===== src/rtl/swos_pkg.sv =====
// Package for the sync word offset search block: widths, codes, stage types
// and the popcount and length helpers. Has no dependencies.
package swos_pkg;

  localparam int unsigned DATA_W     = 8;
  localparam int unsigned WORD_W     = 64;
  localparam int unsigned LEN_W      = 4;
  localparam int unsigned OFFSET_W   = 12;
  localparam int unsigned ERR_W      = 7;
  localparam int unsigned POS_HI_W   = OFFSET_W - 3;
  localparam int unsigned LANES      = 8;
  localparam int unsigned CAND_N     = 2 * LANES;
  localparam int unsigned CAND_IDX_W = 4;
  localparam int unsigned CFG_IDX_W  = 1;
  localparam int unsigned CFG_DATA_W = 64;

  localparam logic [LEN_W-1:0] SYNC_LEN_RESET = LEN_W'(4);
  localparam logic [LEN_W-1:0] SYNC_LEN_MAX   = LEN_W'(8);
  localparam logic [ERR_W-1:0] DIST_RESET     = ERR_W'(64);

  typedef enum logic [CFG_IDX_W-1:0] {
    REG_SYNC_WORD = 1'b0,
    REG_SYNC_LEN  = 1'b1
  } cfg_reg_e;

  typedef enum logic [1:0] {
    OP_NONE,
    OP_FIRST,
    OP_SEARCH
  } op_e;

  typedef logic [ERR_W-1:0] dist_t;

  // One request after the distance stage, handed to the selection stage.
  typedef struct packed {
    op_e                      op;
    logic                     last;
    logic                     too_short;
    logic [POS_HI_W-1:0]      pos_hi;
    dist_t                    full;
    dist_t [LANES-1:0]        lane_dist;
  } dist_req_t;

  function automatic logic [3:0] popcount8(input logic [7:0] v);
    logic [3:0] n;
    n = 4'd0;
    for (int b = 0; b < 8; b++) begin
      n = n + {3'b000, v[b]};
    end
    return n;
  endfunction

  function automatic dist_t popcount64(input logic [WORD_W-1:0] v);
    dist_t n;
    n = '0;
    for (int k = 0; k < WORD_W / 8; k++) begin
      n = n + {3'b000, popcount8(v[8*k +: 8])};
    end
    return n;
  endfunction

  // Length 0 counts as one byte, anything above eight as eight.
  function automatic logic [LEN_W-1:0] eff_len(input logic [LEN_W-1:0] l);
    logic [LEN_W-1:0] r;
    r = l;
    if (l == '0) r = LEN_W'(1);
    else if (l > SYNC_LEN_MAX) r = SYNC_LEN_MAX;
    return r;
  endfunction

  function automatic logic [WORD_W-1:0] len_mask(input logic [LEN_W-1:0] l);
    logic [WORD_W-1:0] m;
    m = '0;
    for (int b = 0; b < WORD_W / 8; b++) begin
      m[8*b +: 8] = (LEN_W'(b) < l) ? 8'hFF : 8'h00;
    end
    return m;
  endfunction

endpackage


===== src/rtl/swos_if.sv =====
// Valid/ready channel interfaces for the packet bytes and the search result.
// Uses widths from swos_pkg.
interface swos_in_if;
  logic                       valid;
  logic                       ready;
  logic [swos_pkg::DATA_W-1:0] data_byte;
  logic                       last_byte;

  modport source (output valid, output data_byte, output last_byte, input ready);
  modport sink   (input valid, input data_byte, input last_byte, output ready);
endinterface

interface swos_out_if;
  logic                         valid;
  logic                         ready;
  logic [swos_pkg::OFFSET_W-1:0] sync_offset;
  logic                         polarity_inverted;
  logic [swos_pkg::ERR_W-1:0]    bit_errors;
  logic                         too_short;

  modport source (output valid, output sync_offset, output polarity_inverted,
                  output bit_errors, output too_short, input ready);
  modport sink   (input valid, input sync_offset, input polarity_inverted,
                  input bit_errors, input too_short, output ready);
endinterface


===== src/rtl/swos_dist.sv =====
// Distance stage: bit window and byte count, up to eight masked Hamming distances per
// byte, registered into a dist_req_t. Depends on swos_pkg.
module swos_dist #(
  parameter int unsigned MAX_PACKET_BYTES = 512
) (
  input  logic                              clk_i,
  input  logic                              rst_ni,
  input  logic                              in_valid_i,
  input  logic [swos_pkg::DATA_W-1:0]       in_byte_i,
  input  logic                              in_last_i,
  input  logic [swos_pkg::WORD_W-1:0]       sync_word_i,
  input  logic [swos_pkg::LEN_W-1:0]        sync_len_i,
  input  logic                              take_i,
  output logic                              adv_o,
  output logic                              req_valid_o,
  output swos_pkg::dist_req_t               req_o
);

  localparam int unsigned CNT_W = $clog2(MAX_PACKET_BYTES + 1);
  localparam logic [CNT_W-1:0] CNT_MAX = CNT_W'(MAX_PACKET_BYTES);

  logic [swos_pkg::WORD_W-1:0]                 win_q, win_d;
  logic [CNT_W-1:0]                            cnt_q, cnt_d;
  logic                                        req_valid_q;
  swos_pkg::dist_req_t                         req_q, req_d;

  logic [swos_pkg::LEN_W-1:0]                  len;
  logic [CNT_W-1:0]                            len_c;
  logic [swos_pkg::WORD_W-1:0]                 mask;
  logic [swos_pkg::WORD_W-1:0]                 word;
  logic [swos_pkg::WORD_W+swos_pkg::DATA_W-1:0] ext;
  logic [CNT_W-1:0]                            diff;
  logic [CNT_W+swos_pkg::POS_HI_W-1:0]         diff_ext;

  assign adv_o       = in_valid_i && (!req_valid_q || take_i);
  assign req_valid_o = req_valid_q;
  assign req_o       = req_q;

  always_comb begin
    len      = swos_pkg::eff_len(sync_len_i);
    len_c    = CNT_W'(len);
    mask     = swos_pkg::len_mask(len);
    word     = sync_word_i & mask;
    ext      = {win_q, in_byte_i};
    diff     = cnt_q - len_c;
    diff_ext = {{swos_pkg::POS_HI_W{1'b0}}, diff};

    win_d         = win_q;
    cnt_d         = cnt_q;
    req_d         = '0;
    req_d.op      = swos_pkg::OP_NONE;
    req_d.last    = in_last_i;
    req_d.full    = swos_pkg::dist_t'({len, 3'b000});
    req_d.pos_hi  = diff_ext[swos_pkg::POS_HI_W-1:0];

    if (cnt_q < len_c) begin
      win_d = ext[swos_pkg::WORD_W-1:0];
      cnt_d = cnt_q + CNT_W'(1);
      if (cnt_d == len_c) begin
        req_d.op           = swos_pkg::OP_FIRST;
        req_d.lane_dist[0] = swos_pkg::popcount64(
            word ^ (ext[swos_pkg::WORD_W-1:0] & mask));
      end
    end else if (cnt_q < CNT_MAX) begin
      // Offset j sees the window after j bits of the new byte have entered.
      req_d.op = swos_pkg::OP_SEARCH;
      for (int j = 0; j < swos_pkg::LANES; j++) begin
        req_d.lane_dist[j] = swos_pkg::popcount64(
            word ^ (ext[swos_pkg::WORD_W+swos_pkg::DATA_W-1-j -: swos_pkg::WORD_W] & mask));
      end
      win_d = ext[swos_pkg::WORD_W-1:0];
      cnt_d = cnt_q + CNT_W'(1);
    end

    req_d.too_short = (cnt_d < len_c);

    if (in_last_i) begin
      win_d = '0;
      cnt_d = '0;
    end
  end

  always_ff @(posedge clk_i or negedge rst_ni) begin
    if (!rst_ni) begin
      win_q       <= '0;
      cnt_q       <= '0;
      req_valid_q <= 1'b0;
    end else begin
      if (adv_o) begin
        win_q       <= win_d;
        cnt_q       <= cnt_d;
        req_valid_q <= 1'b1;
      end else if (take_i) begin
        req_valid_q <= 1'b0;
      end
    end
  end

  always_ff @(posedge clk_i) begin
    if (adv_o) begin
      req_q <= req_d;
    end
  end

endmodule


===== src/rtl/swos_best.sv =====
// Selection stage: picks the earliest smallest of sixteen candidate distances,
// tracks the best match and holds the result register. Depends on swos_pkg.
module swos_best (
  input  logic                          clk_i,
  input  logic                          rst_ni,
  input  logic                          req_valid_i,
  input  swos_pkg::dist_req_t           req_i,
  output logic                          take_o,
  output logic                          out_valid_o,
  input  logic                          out_ready_i,
  output logic [swos_pkg::OFFSET_W-1:0] sync_offset_o,
  output logic                          polarity_inverted_o,
  output logic [swos_pkg::ERR_W-1:0]    bit_errors_o,
  output logic                          too_short_o
);

  localparam int unsigned LEVELS = $clog2(swos_pkg::CAND_N);

  swos_pkg::dist_t                    best_d_q, best_d_d;
  logic [swos_pkg::OFFSET_W-1:0]      best_pos_q, best_pos_d;
  logic                               best_inv_q, best_inv_d;
  logic                               out_valid_q;
  logic [swos_pkg::OFFSET_W-1:0]      offset_q;
  logic                               inv_q;
  logic [swos_pkg::ERR_W-1:0]         err_q;
  logic                               short_q;

  swos_pkg::dist_t                    lv_val [LEVELS+1][swos_pkg::CAND_N];
  logic [swos_pkg::CAND_IDX_W-1:0]    lv_idx [LEVELS+1][swos_pkg::CAND_N];
  swos_pkg::dist_t                    min_val;
  logic [swos_pkg::CAND_IDX_W-1:0]    min_idx;
  logic                               out_free;

  assign out_free = !out_valid_q || out_ready_i;
  assign take_o   = req_valid_i && (!req_i.last || out_free);

  // Even candidates are the plain word, odd ones the inverted word; a right
  // operand wins only when strictly smaller, so the earliest test wins ties.
  always_comb begin
    for (int l = 0; l <= LEVELS; l++) begin
      for (int k = 0; k < swos_pkg::CAND_N; k++) begin
        lv_val[l][k] = '0;
        lv_idx[l][k] = '0;
      end
    end
    for (int j = 0; j < swos_pkg::LANES; j++) begin
      lv_val[0][2*j]   = req_i.lane_dist[j];
      lv_idx[0][2*j]   = swos_pkg::CAND_IDX_W'(2*j);
      lv_val[0][2*j+1] = req_i.full - req_i.lane_dist[j];
      lv_idx[0][2*j+1] = swos_pkg::CAND_IDX_W'(2*j+1);
    end
    for (int l = 0; l < LEVELS; l++) begin
      for (int k = 0; k < swos_pkg::CAND_N / 2; k++) begin
        if (k < (swos_pkg::CAND_N >> (l + 1))) begin
          if (lv_val[l][2*k+1] < lv_val[l][2*k]) begin
            lv_val[l+1][k] = lv_val[l][2*k+1];
            lv_idx[l+1][k] = lv_idx[l][2*k+1];
          end else begin
            lv_val[l+1][k] = lv_val[l][2*k];
            lv_idx[l+1][k] = lv_idx[l][2*k];
          end
        end
      end
    end
    min_val = lv_val[LEVELS][0];
    min_idx = lv_idx[LEVELS][0];
  end

  always_comb begin
    best_d_d   = best_d_q;
    best_pos_d = best_pos_q;
    best_inv_d = best_inv_q;
    case (req_i.op)
      swos_pkg::OP_FIRST: begin
        best_d_d   = req_i.lane_dist[0];
        best_pos_d = '0;
        best_inv_d = 1'b0;
      end
      swos_pkg::OP_SEARCH: begin
        if (min_val < best_d_q) begin
          best_d_d   = min_val;
          best_pos_d = {req_i.pos_hi, min_idx[swos_pkg::CAND_IDX_W-1:1]};
          best_inv_d = min_idx[0];
        end
      end
      default: begin
      end
    endcase
  end

  always_ff @(posedge clk_i or negedge rst_ni) begin
    if (!rst_ni) begin
      best_d_q    <= swos_pkg::DIST_RESET;
      best_pos_q  <= '0;
      best_inv_q  <= 1'b0;
      out_valid_q <= 1'b0;
    end else begin
      if (take_o) begin
        if (req_i.last) begin
          best_d_q   <= swos_pkg::DIST_RESET;
          best_pos_q <= '0;
          best_inv_q <= 1'b0;
        end else begin
          best_d_q   <= best_d_d;
          best_pos_q <= best_pos_d;
          best_inv_q <= best_inv_d;
        end
      end
      if (take_o && req_i.last) begin
        out_valid_q <= 1'b1;
      end else if (out_ready_i) begin
        out_valid_q <= 1'b0;
      end
    end
  end

  always_ff @(posedge clk_i) begin
    if (take_o && req_i.last) begin
      if (req_i.too_short) begin
        offset_q <= '0;
        inv_q    <= 1'b0;
        err_q    <= '0;
        short_q  <= 1'b1;
      end else begin
        offset_q <= best_pos_d;
        inv_q    <= best_inv_d;
        err_q    <= best_d_d;
        short_q  <= 1'b0;
      end
    end
  end

  assign out_valid_o         = out_valid_q;
  assign sync_offset_o       = offset_q;
  assign polarity_inverted_o = inv_q;
  assign bit_errors_o        = err_q;
  assign too_short_o         = short_q;

endmodule


===== src/rtl/sync_word_offset_search_top.sv =====
// Top level of the sync word offset search block: configuration registers,
// input register and the two processing stages. Depends on swos_pkg, swos_if,
// swos_dist and swos_best.
//
// Usage: packet bytes arrive on in_ch_i, one request per byte, MSB first in
// time, with last_byte set on the final byte. After the last byte one result
// leaves on out_ch_o: the bit offset of the best sync match, its polarity, the
// Hamming distance there, and too_short if the packet was shorter than the
// sync word. Bytes that are not last produce no result.
// Throughput is one byte per cycle while no last byte waits on a stalled
// result. Each byte passes an input register, the distance stage (eight
// 64-bit popcounts) and the selection stage (a sixteen-way minimum tree),
// which registers the result. Reset clears the search state and sets
// sync_word to 0 and sync_len to 4. While the receiver stalls a result, bytes
// that are not last keep flowing; a following last byte waits in the pipeline
// and the input fills after one more request. Configuration is written through
// cfg_we_i, cfg_idx_i and cfg_data_i while the block is idle.
module sync_word_offset_search_top #(
  parameter int unsigned MAX_PACKET_BYTES = 512
) (
  input  logic                              clk_i,
  input  logic                              rst_ni,
  swos_in_if.sink                           in_ch_i,
  swos_out_if.source                        out_ch_o,
  input  logic                              cfg_we_i,
  input  logic [swos_pkg::CFG_IDX_W-1:0]    cfg_idx_i,
  input  logic [swos_pkg::CFG_DATA_W-1:0]   cfg_data_i
);

  logic [swos_pkg::WORD_W-1:0] sync_word_q;
  logic [swos_pkg::LEN_W-1:0]  sync_len_q;
  logic                        s1_valid_q;
  logic [swos_pkg::DATA_W-1:0] s1_byte_q;
  logic                        s1_last_q;
  logic                        s1_adv;
  logic                        s2_take;
  logic                        s2_valid;
  swos_pkg::dist_req_t         s2_req;
  logic                        in_fire;

  assign in_ch_i.ready = !s1_valid_q || s1_adv;
  assign in_fire       = in_ch_i.valid && in_ch_i.ready;

  always_ff @(posedge clk_i or negedge rst_ni) begin
    if (!rst_ni) begin
      sync_word_q <= '0;
      sync_len_q  <= swos_pkg::SYNC_LEN_RESET;
    end else if (cfg_we_i) begin
      case (swos_pkg::cfg_reg_e'(cfg_idx_i))
        swos_pkg::REG_SYNC_WORD: sync_word_q <= cfg_data_i[swos_pkg::WORD_W-1:0];
        swos_pkg::REG_SYNC_LEN:  sync_len_q  <= cfg_data_i[swos_pkg::LEN_W-1:0];
        default: begin
        end
      endcase
    end
  end

  always_ff @(posedge clk_i or negedge rst_ni) begin
    if (!rst_ni) begin
      s1_valid_q <= 1'b0;
    end else if (in_fire) begin
      s1_valid_q <= 1'b1;
    end else if (s1_adv) begin
      s1_valid_q <= 1'b0;
    end
  end

  always_ff @(posedge clk_i) begin
    if (in_fire) begin
      s1_byte_q <= in_ch_i.data_byte;
      s1_last_q <= in_ch_i.last_byte;
    end
  end

  swos_dist #(
    .MAX_PACKET_BYTES (MAX_PACKET_BYTES)
  ) u_dist (
    .clk_i       (clk_i),
    .rst_ni      (rst_ni),
    .in_valid_i  (s1_valid_q),
    .in_byte_i   (s1_byte_q),
    .in_last_i   (s1_last_q),
    .sync_word_i (sync_word_q),
    .sync_len_i  (sync_len_q),
    .take_i      (s2_take),
    .adv_o       (s1_adv),
    .req_valid_o (s2_valid),
    .req_o       (s2_req)
  );

  swos_best u_best (
    .clk_i               (clk_i),
    .rst_ni              (rst_ni),
    .req_valid_i         (s2_valid),
    .req_i               (s2_req),
    .take_o              (s2_take),
    .out_valid_o         (out_ch_o.valid),
    .out_ready_i         (out_ch_o.ready),
    .sync_offset_o       (out_ch_o.sync_offset),
    .polarity_inverted_o (out_ch_o.polarity_inverted),
    .bit_errors_o        (out_ch_o.bit_errors),
    .too_short_o         (out_ch_o.too_short)
  );

endmodule


===== src/flat_wrapper.sv =====
// flat-port wrapper written by rule: the top's interface ports become plain ports
module sync_word_offset_search_top_flat 
#(
  parameter int unsigned MAX_PACKET_BYTES = 512
)
  (clk_i, rst_ni, cfg_we_i, cfg_idx_i, cfg_data_i, in_ch_i_valid, in_ch_i_data_byte, in_ch_i_last_byte, in_ch_i_ready, out_ch_o_valid, out_ch_o_sync_offset, out_ch_o_polarity_inverted, out_ch_o_bit_errors, out_ch_o_too_short, out_ch_o_ready);
  swos_in_if in_ch_i_i ();
  swos_out_if out_ch_o_i ();
  input  logic clk_i;
  input  logic rst_ni;
  input  logic cfg_we_i;
  input  logic [swos_pkg::CFG_IDX_W-1:0] cfg_idx_i;
  input  logic [swos_pkg::CFG_DATA_W-1:0] cfg_data_i;
  input wire logic [$bits(in_ch_i_i.valid)-1:0] in_ch_i_valid;
  input wire logic [$bits(in_ch_i_i.data_byte)-1:0] in_ch_i_data_byte;
  input wire logic [$bits(in_ch_i_i.last_byte)-1:0] in_ch_i_last_byte;
  output wire logic [$bits(in_ch_i_i.ready)-1:0] in_ch_i_ready;
  output wire logic [$bits(out_ch_o_i.valid)-1:0] out_ch_o_valid;
  output wire logic [$bits(out_ch_o_i.sync_offset)-1:0] out_ch_o_sync_offset;
  output wire logic [$bits(out_ch_o_i.polarity_inverted)-1:0] out_ch_o_polarity_inverted;
  output wire logic [$bits(out_ch_o_i.bit_errors)-1:0] out_ch_o_bit_errors;
  output wire logic [$bits(out_ch_o_i.too_short)-1:0] out_ch_o_too_short;
  input wire logic [$bits(out_ch_o_i.ready)-1:0] out_ch_o_ready;
  assign in_ch_i_i.valid = in_ch_i_valid;
  assign in_ch_i_i.data_byte = in_ch_i_data_byte;
  assign in_ch_i_i.last_byte = in_ch_i_last_byte;
  assign in_ch_i_ready = in_ch_i_i.ready;
  assign out_ch_o_valid = out_ch_o_i.valid;
  assign out_ch_o_sync_offset = out_ch_o_i.sync_offset;
  assign out_ch_o_polarity_inverted = out_ch_o_i.polarity_inverted;
  assign out_ch_o_bit_errors = out_ch_o_i.bit_errors;
  assign out_ch_o_too_short = out_ch_o_i.too_short;
  assign out_ch_o_i.ready = out_ch_o_ready;
  sync_word_offset_search_top #(.MAX_PACKET_BYTES(MAX_PACKET_BYTES)) u_core (.clk_i(clk_i), .rst_ni(rst_ni), .in_ch_i(in_ch_i_i), .out_ch_o(out_ch_o_i), .cfg_we_i(cfg_we_i), .cfg_idx_i(cfg_idx_i), .cfg_data_i(cfg_data_i));
endmodule

===== config.mk =====
export PLATFORM = sky130hd
export DESIGN_NAME = sync_word_offset_search_top_flat
export DESIGN_NICKNAME = d
export VERILOG_FILES = /design/src/rtl/swos_pkg.sv /design/src/rtl/swos_if.sv /design/src/rtl/swos_dist.sv /design/src/rtl/swos_best.sv /design/src/rtl/sync_word_offset_search_top.sv /design/src/flat_wrapper.sv
export SDC_FILE = /design/constraint.sdc
export NUM_CORES = 2
export LEC_CHECK = 0
export ABC_AREA = 0
export BUFFER_PORTS_ARGS = -buffer_cell sky130_fd_sc_hd__buf_4
export CAP_MARGIN = 20
export CORE_ASPECT_RATIO = 1.4
export CORE_MARGIN = 2
export CORE_UTILIZATION = 50
export CTS_CLUSTER_DIAMETER = 40
export DETAILED_ROUTE_END_ITERATION = 16
export GPL_TIMING_DRIVEN = 1
export PLACE_DENSITY_LB_ADDON = 0.08
export SLEW_MARGIN = 15
export SYNTH_ARGS = -nofsm -noshare
export SYNTH_HDL_FRONTEND = slang
export SYNTH_SLANG_ARGS = --single-unit

===== constraint.sdc =====
create_clock -name clk_i -period 24.3 [get_ports clk_i]
set_clock_uncertainty 0.1 [all_clocks]
set_input_delay 1.215 -clock clk_i [delete_from_list [all_inputs] [get_ports clk_i]]
set_output_delay 1.215 -clock clk_i [all_outputs]
set_load 0.03 [all_outputs]

# Word level (Yosys, flattened, before mapping)
# Cells that the tools add are included.
# classes
add_sub_neg,577
n_lt_le_gt_ge,28
eq_ne,3
muxes,68
n_bitwise,21
n_reduce_logical,21
# op_table
op,count
$add A4 B1 Y4,288
$and A64 B64 Y64,10
$xor A64 B64 Y64,9
$add A3 B1 Y4,72
$add A7 B4 Y7,36
$add A2 B1 Y3,72
$mux W64,3
$add A1 B1 Y2,72
$mux W7,20
$lt A7 B7 Y1,16
$mux W8,8
$add A6 B4 Y7,9
$sub A7 B7 Y7,8
$add A5 B4 Y6,9
$add A4 B4 Y5,9
$mux W4,9
$mux W10,3
$mux W12,2
$pmux W12 S2,1
$lt A10 B4 Y1,2
$mux W1,18
$lt A3 B4 Y1 const A,4
$pmux W7 S2,1
$add A10 B1 Y10 const B,1
other kinds (19),36
# word_totals
register_bits,268
input_bits,79
wordCells,747

# Logic depth before layout (Yosys ltp)
# logic_depth
depth_word,23
depth_mapped,52
ltp_nobuf,49

# Cells and area by module
# From an unflattened synthesis, not the netlist that was laid out.
# hier_totals
cells_unflattened,4100
area_unflattened_um2,38961.1
# modules_own_cells
mod,n_inst,cells_per_inst,area_each_um2,seq_area_each_um2
swos_dist,1,2931,27652.8,4068.9
swos_best,1,1011,8142.8,1157.4
sync_word_offset_search_top,1,158,3165.5,1998.2

# Worst setup path before layout
# Ideal clock, no wire load.
# synth_path
kind,reg-to-reg
startpoint,"register u_core.u_dist.req_q, in the netlist u_core.u_dist.req_o[59]"
endpoint,register u_core.u_best.best_pos_q[4] (netlist bit)
setup_time_ns,0.121
arrival_time_ns,9.864
slack_ns,14.215
path_stages_with_launch,49
path_buffers,5
path_cell_list,edfxtp_1 > ha_1 > a31oi_1 > o21bai_1 > a21oi_1 > xnor2_1 > ha_1 > o21a_1 > a21o_1 > a21oi_1 > clkbuf_1 > nor2_1 > a21oi_1 > inv_1 > ha_1 > a211o_1 > a21oi_1 > o31ai_1 > (+13 left out) > a21oi_1 > o21ai_0 > a2111oi_2 > a21o_1 > nor2_1 > or2_1 > ha_1 > a21o_1 > a21o_1 > a211oi_1 > nand2_1 > or2_1 > o221ai_4 > o21ai_4 > a21o_1 > buf_2 > buf_6 > a22o_1
# synth_between
elab_chain_cells,13
elab_cells_between_ends,42
# synth_lines
item,line,text
from (decl),swos_dist.sv:25,"swos_pkg::dist_req_t req_q, req_d;"
from (signal assigned),swos_dist.sv:101,req_q <= req_d;
$sub A7 B7 Y7,swos_best.sv:49,lv_val[0][2*j+1] = req_i.full - req_i.lane_dist[j];
$lt A7 B7 Y1,swos_best.sv:55,if (lv_val[l][2*k+1] < lv_val[l][2*k]) begin
$mux W7,swos_best.sv:55,
$lt A7 B7 Y1,swos_best.sv:55,
$mux W7,swos_best.sv:55,
$lt A7 B7 Y1,swos_best.sv:55,
$mux W7,swos_best.sv:55,
$lt A7 B7 Y1,swos_best.sv:55,
$mux W7 (*),swos_best.sv:55,
$lt A7 B7 Y1 (*),swos_best.sv:80,if (min_val < best_d_q) begin
$mux W12 (*),swos_best.sv:80,
$pmux W12 S2 (*),swos_best.sv:73,case (req_i.op)
$mux W12 (*),swos_best.sv:99,if (req_i.last) begin
to (signal assigned),swos_best.sv:105,best_pos_q <= best_pos_d;
to (decl),swos_best.sv:20,"logic [swos_pkg::OFFSET_W-1:0] best_pos_q, best_pos_d;"
# Every way passes the cells marked *; elsewhere a longest branch is shown, timed or not.
# A chain may end at the register's enable or synchronous reset.

# Final worst setup path
# layout_path
startpoint,"register u_core.u_dist.req_q, in the netlist u_core.u_dist.req_o[59]"
endpoint,register u_core.u_best.best_d_q[2]
# layout_between
elab_chain_cells,13
elab_cells_between_ends,42
# layout_lines
item,line,text
$sub A7 B7 Y7,swos_best.sv:49,
$lt A7 B7 Y1,swos_best.sv:55,
$mux W7,swos_best.sv:55,
$lt A7 B7 Y1,swos_best.sv:55,
$mux W7,swos_best.sv:55,
$lt A7 B7 Y1,swos_best.sv:55,
$mux W7,swos_best.sv:55,
$lt A7 B7 Y1,swos_best.sv:55,
$mux W7 (*),swos_best.sv:55,
$lt A7 B7 Y1,swos_best.sv:80,
$mux W7 (*),swos_best.sv:80,
$pmux W7 S2 (*),swos_best.sv:73,
$mux W7 (*),swos_best.sv:99,
to (signal assigned),swos_best.sv:93,best_d_q <= swos_pkg::DIST_RESET;
to (signal assigned),swos_best.sv:100,best_d_q <= swos_pkg::DIST_RESET;
to (signal assigned),swos_best.sv:104,best_d_q <= best_d_d;
to (decl),swos_best.sv:19,"swos_pkg::dist_t best_d_q, best_d_d;"
# Marked as above.

==> flow_summary.yaml <==
routing:
  wl_met2_mm: 60.4
  firstDrtPassIters: 5
  highest_layer: "met5"
  drc: 0
  drt-vias-per-instance: 5.47
  drtIter0Drc: 1473
  m1WireLength_mm: 44.3
  wl_per_cell_um: 24.3
  final_antenna_net_count: 0
  wl_mm: 119
  met3RoutedLength_mm: 5.14
  via_count: 26800
floorplan:
  dieArea_um2: 76800
  rows: 118
  core_area_um2: 73800
  ios: 102
  start_util: 0.505
  die_w_um: 235
  die_h_um: 327
cts:
  clock_tree.buffer_depth: 3
  cts_tree: "done"
  cts-root-buf: "clkbuf_16"
  clk_pin_slew_ps: 60
  cts-buffers-inserted: 47
  cts_resized: 0
  clock_sinks: 268
  postCtsHoldBufs: 0
  clkLatencyLatePin_ps: 640
  cts_setup_buffers: 0
  htreeDepth: 2
synth:
  yosys-top-cells-area: "fa_1 26%, dfrtp_1 11%, xnor2_1 9.5%, ha_1 8.6%, edfxtp_1 8.3%"
  ys_warn_count: 0
  synth_area_leader_cell: "fa_1"
  synth_edf_count: 103
  synth.distinct_cells: 78
  synthesis.nets: 4734
  syn-instance-count: 3911
  syn_avg_cell_area_um2: 9.53
  synth_seq_cells: 268
  synth_top_area_share: 0.262
  postSynth.asyncResetShare: 0.616
  synth-main-ff-cell: "dfrtp_1"
  synth_area_um2: 37300
  ys_seq_area_frac: 0.194
cells_and_area:
  syn2layout_area_growth_pct: 9.26
  final_cell_mix: "501 x inv_1, 487 x fa_1, 450 x nor2_1"
  num_antenna_cells: 0
  fin_nets: 4729
  final_common_cell: "inv_1"
  drive_above_1_share: 0.101
setup_path:
  worst-setup-path-type: "register to register"
  cp_slowest_cell: "nor2b_1"
  path_common_cell: "a21o_1"
  critPathLaunchType: "register"
  cp_max_fo: 26
  end_kind: "register"
  cpPeakStageDelay_ps: 780
  required_ps: 24780
  worst_ep_arrival_time_ps: 13370
sta:
  slew_headroom: 0.302
  rsz0062_at_grt: "false"
  layout_worst_path_cycle_share: 0.531
  fmaxAchievable_ghz: 0.0775
  worst_pin_slew_ps: 1050
  period_minus_slack_ps: 12900
  drv_slew: 0
  setup_viol: 0
  worst_slack_ps: 11400
  final_hold_viol_count: 0
  setup_tns_ps: 0
place:
  post-place-ws_ps: 11240
  gp_congestion: 0.973
  dp_hpwl_mm: 96.2
  port_buffers: 101
global_routing:
  gr-total-overflow: 0
  grt_max_degree: 74
  grt_pass1_wl_mm: 180
  grt_pass1_vias: 28300
  grtUsageTotal: 0.316
  antenna_found_initial: 1
run:
  maxCapViolations: 0
run_status:
  status: "finished, final reports clean"
min_path:
  hp-class: "register to register"
worst max-delay path, delay by kind of cell (launching register included):
| family | cells | cell delay (ps) |
|---|---|---|
| xor+xnor | 1 | 170 |
| mux | 2 | 900 |
| fa+ha+maj | 6 | 1730 |
| buf+inv | 2 | 380 |
| simple gates | 9 | 3500 |
| compound gates | 25 | 5720 |
| flops | 1 | 400 |
worst paths after layout:
path	end	slack (ps)	start	depth (start not counted)
worst max-delay path	u_core.u_best.best_d_q[2]	11400	u_core.u_dist.req_o[59]	45
worst min-delay path	u_core.u_best.best_pos_q[5]	390	u_core.u_dist.req_o[65]	1
worst max register to register	u_core.u_best.best_d_q[2]	11400	u_core.u_dist.req_o[59]	45
worst min register to register	u_core.u_best.best_pos_q[5]	390	u_core.u_dist.req_o[65]	1
max in group asynchronous	u_core.sync_word_q[14]	22370	rst_ni	2
min in group asynchronous	u_core.u_best.best_pos_q[11]	430	rst_ni	1
logic make-up (layout without fill, tap and decap cells):
family | Yosys count | count (layout) | share of synthesized area
and+or+nand+nor | 907 | 907 | 0.103
AOI/OAI and AO/OA | 468 | 468 | 0.0896
adders and majority gates | 745 | 745 | 0.348
xor gates and xnor gates | 662 | 662 | 0.156
DFF | 268 | 268 | 0.194
buffers and inverters | 746 | 777 | 0.0757
muxes | 115 | 115 | 0.0340
cell usage after synthesis, types with 6 or more instances:
master and count:
nor2b_1 27, ha_1 257, o31ai_1 6, or3_1 6
a21o_1 58, o211ai_1 11, fa_1 487, mux2i_1 33
and2_1 8, buf_1 47, mux2_2 78, nand4_1 14
nor2_1 454, and3_1 18, xor2_1 256, a41oi_1 7
o21bai_1 9, o21ai_0 78, dfrtp_1 163, nand3_1 18
nand2b_1 18, and3b_1 6, a31oi_1 15, clkbuf_1 190
nor3_1 29, or2_2 9, inv_1 502, nand2_1 280
a221o_1 8, o21a_1 23, a22oi_1 9, a21oi_1 96
xnor2_1 406, edfxtp_1 103, a211oi_1 11, a22o_1 78
per-layer routing:
layer	vias up	global-route usage
li1	12400	-
met1	13300	0.357
met2	768	0.565
met3	338	0.0367
met4	2	0.207
met5	-	0
metrics by stage:
step | hold WS (ps) | instance area, um2 | cells | utilization
CTS | 390 | 40700 | 4901 | 0.551
finish | 390 | 40700 | 4902 | 0.552
detailed placement | 376 | 39000 | 4816 | 0.529
global placement | 364 | 39000 | 4816 | 0.529
global route | 419 | 40700 | 4902 | 0.552
floorplan | 357 | 37300 | 3911 | -
cell type report:
| type | count | area, um2 |
|---|---|---|
| inverters | 502 | 1880 |
| multi-input cells | 2897 | 27300 |
| fillers | 6733 | 33100 |
| clock buffers | 49 | 1190 |
| well taps | 960 | 1200 |
| repair buffers | 190 | 1430 |
| flip-flops and latches | 268 | 7230 |
| clock inverters | 36 | 487 |
state kept, by name (all words and copies together) (netlist names):
register and flops:
u_core.u_dist.req_o 73, u_core.sync_word_q 64, u_core.u_dist.win_q 64, u_core.u_best.best_pos_q 12, u_core.u_best.sync_offset_o 12, u_core.u_dist.cnt_q 10, u_core.s1_byte_q 8, u_core.u_best.best_d_q 7
u_core.u_best.bit_errors_o 7, u_core.sync_len_q 4, u_core.s1_last_q 1, u_core.s1_valid_q 1, u_core.u_best.best_inv_q 1, u_core.u_best.out_valid_o 1, u_core.u_best.polarity_inverted_o 1, u_core.u_best.too_short_o 1
u_core.u_dist.req_valid_o 1
Power is left out: the tool's default activity adds up to more than one toggle a clock period on the data nets, which glitch-free logic cannot reach.
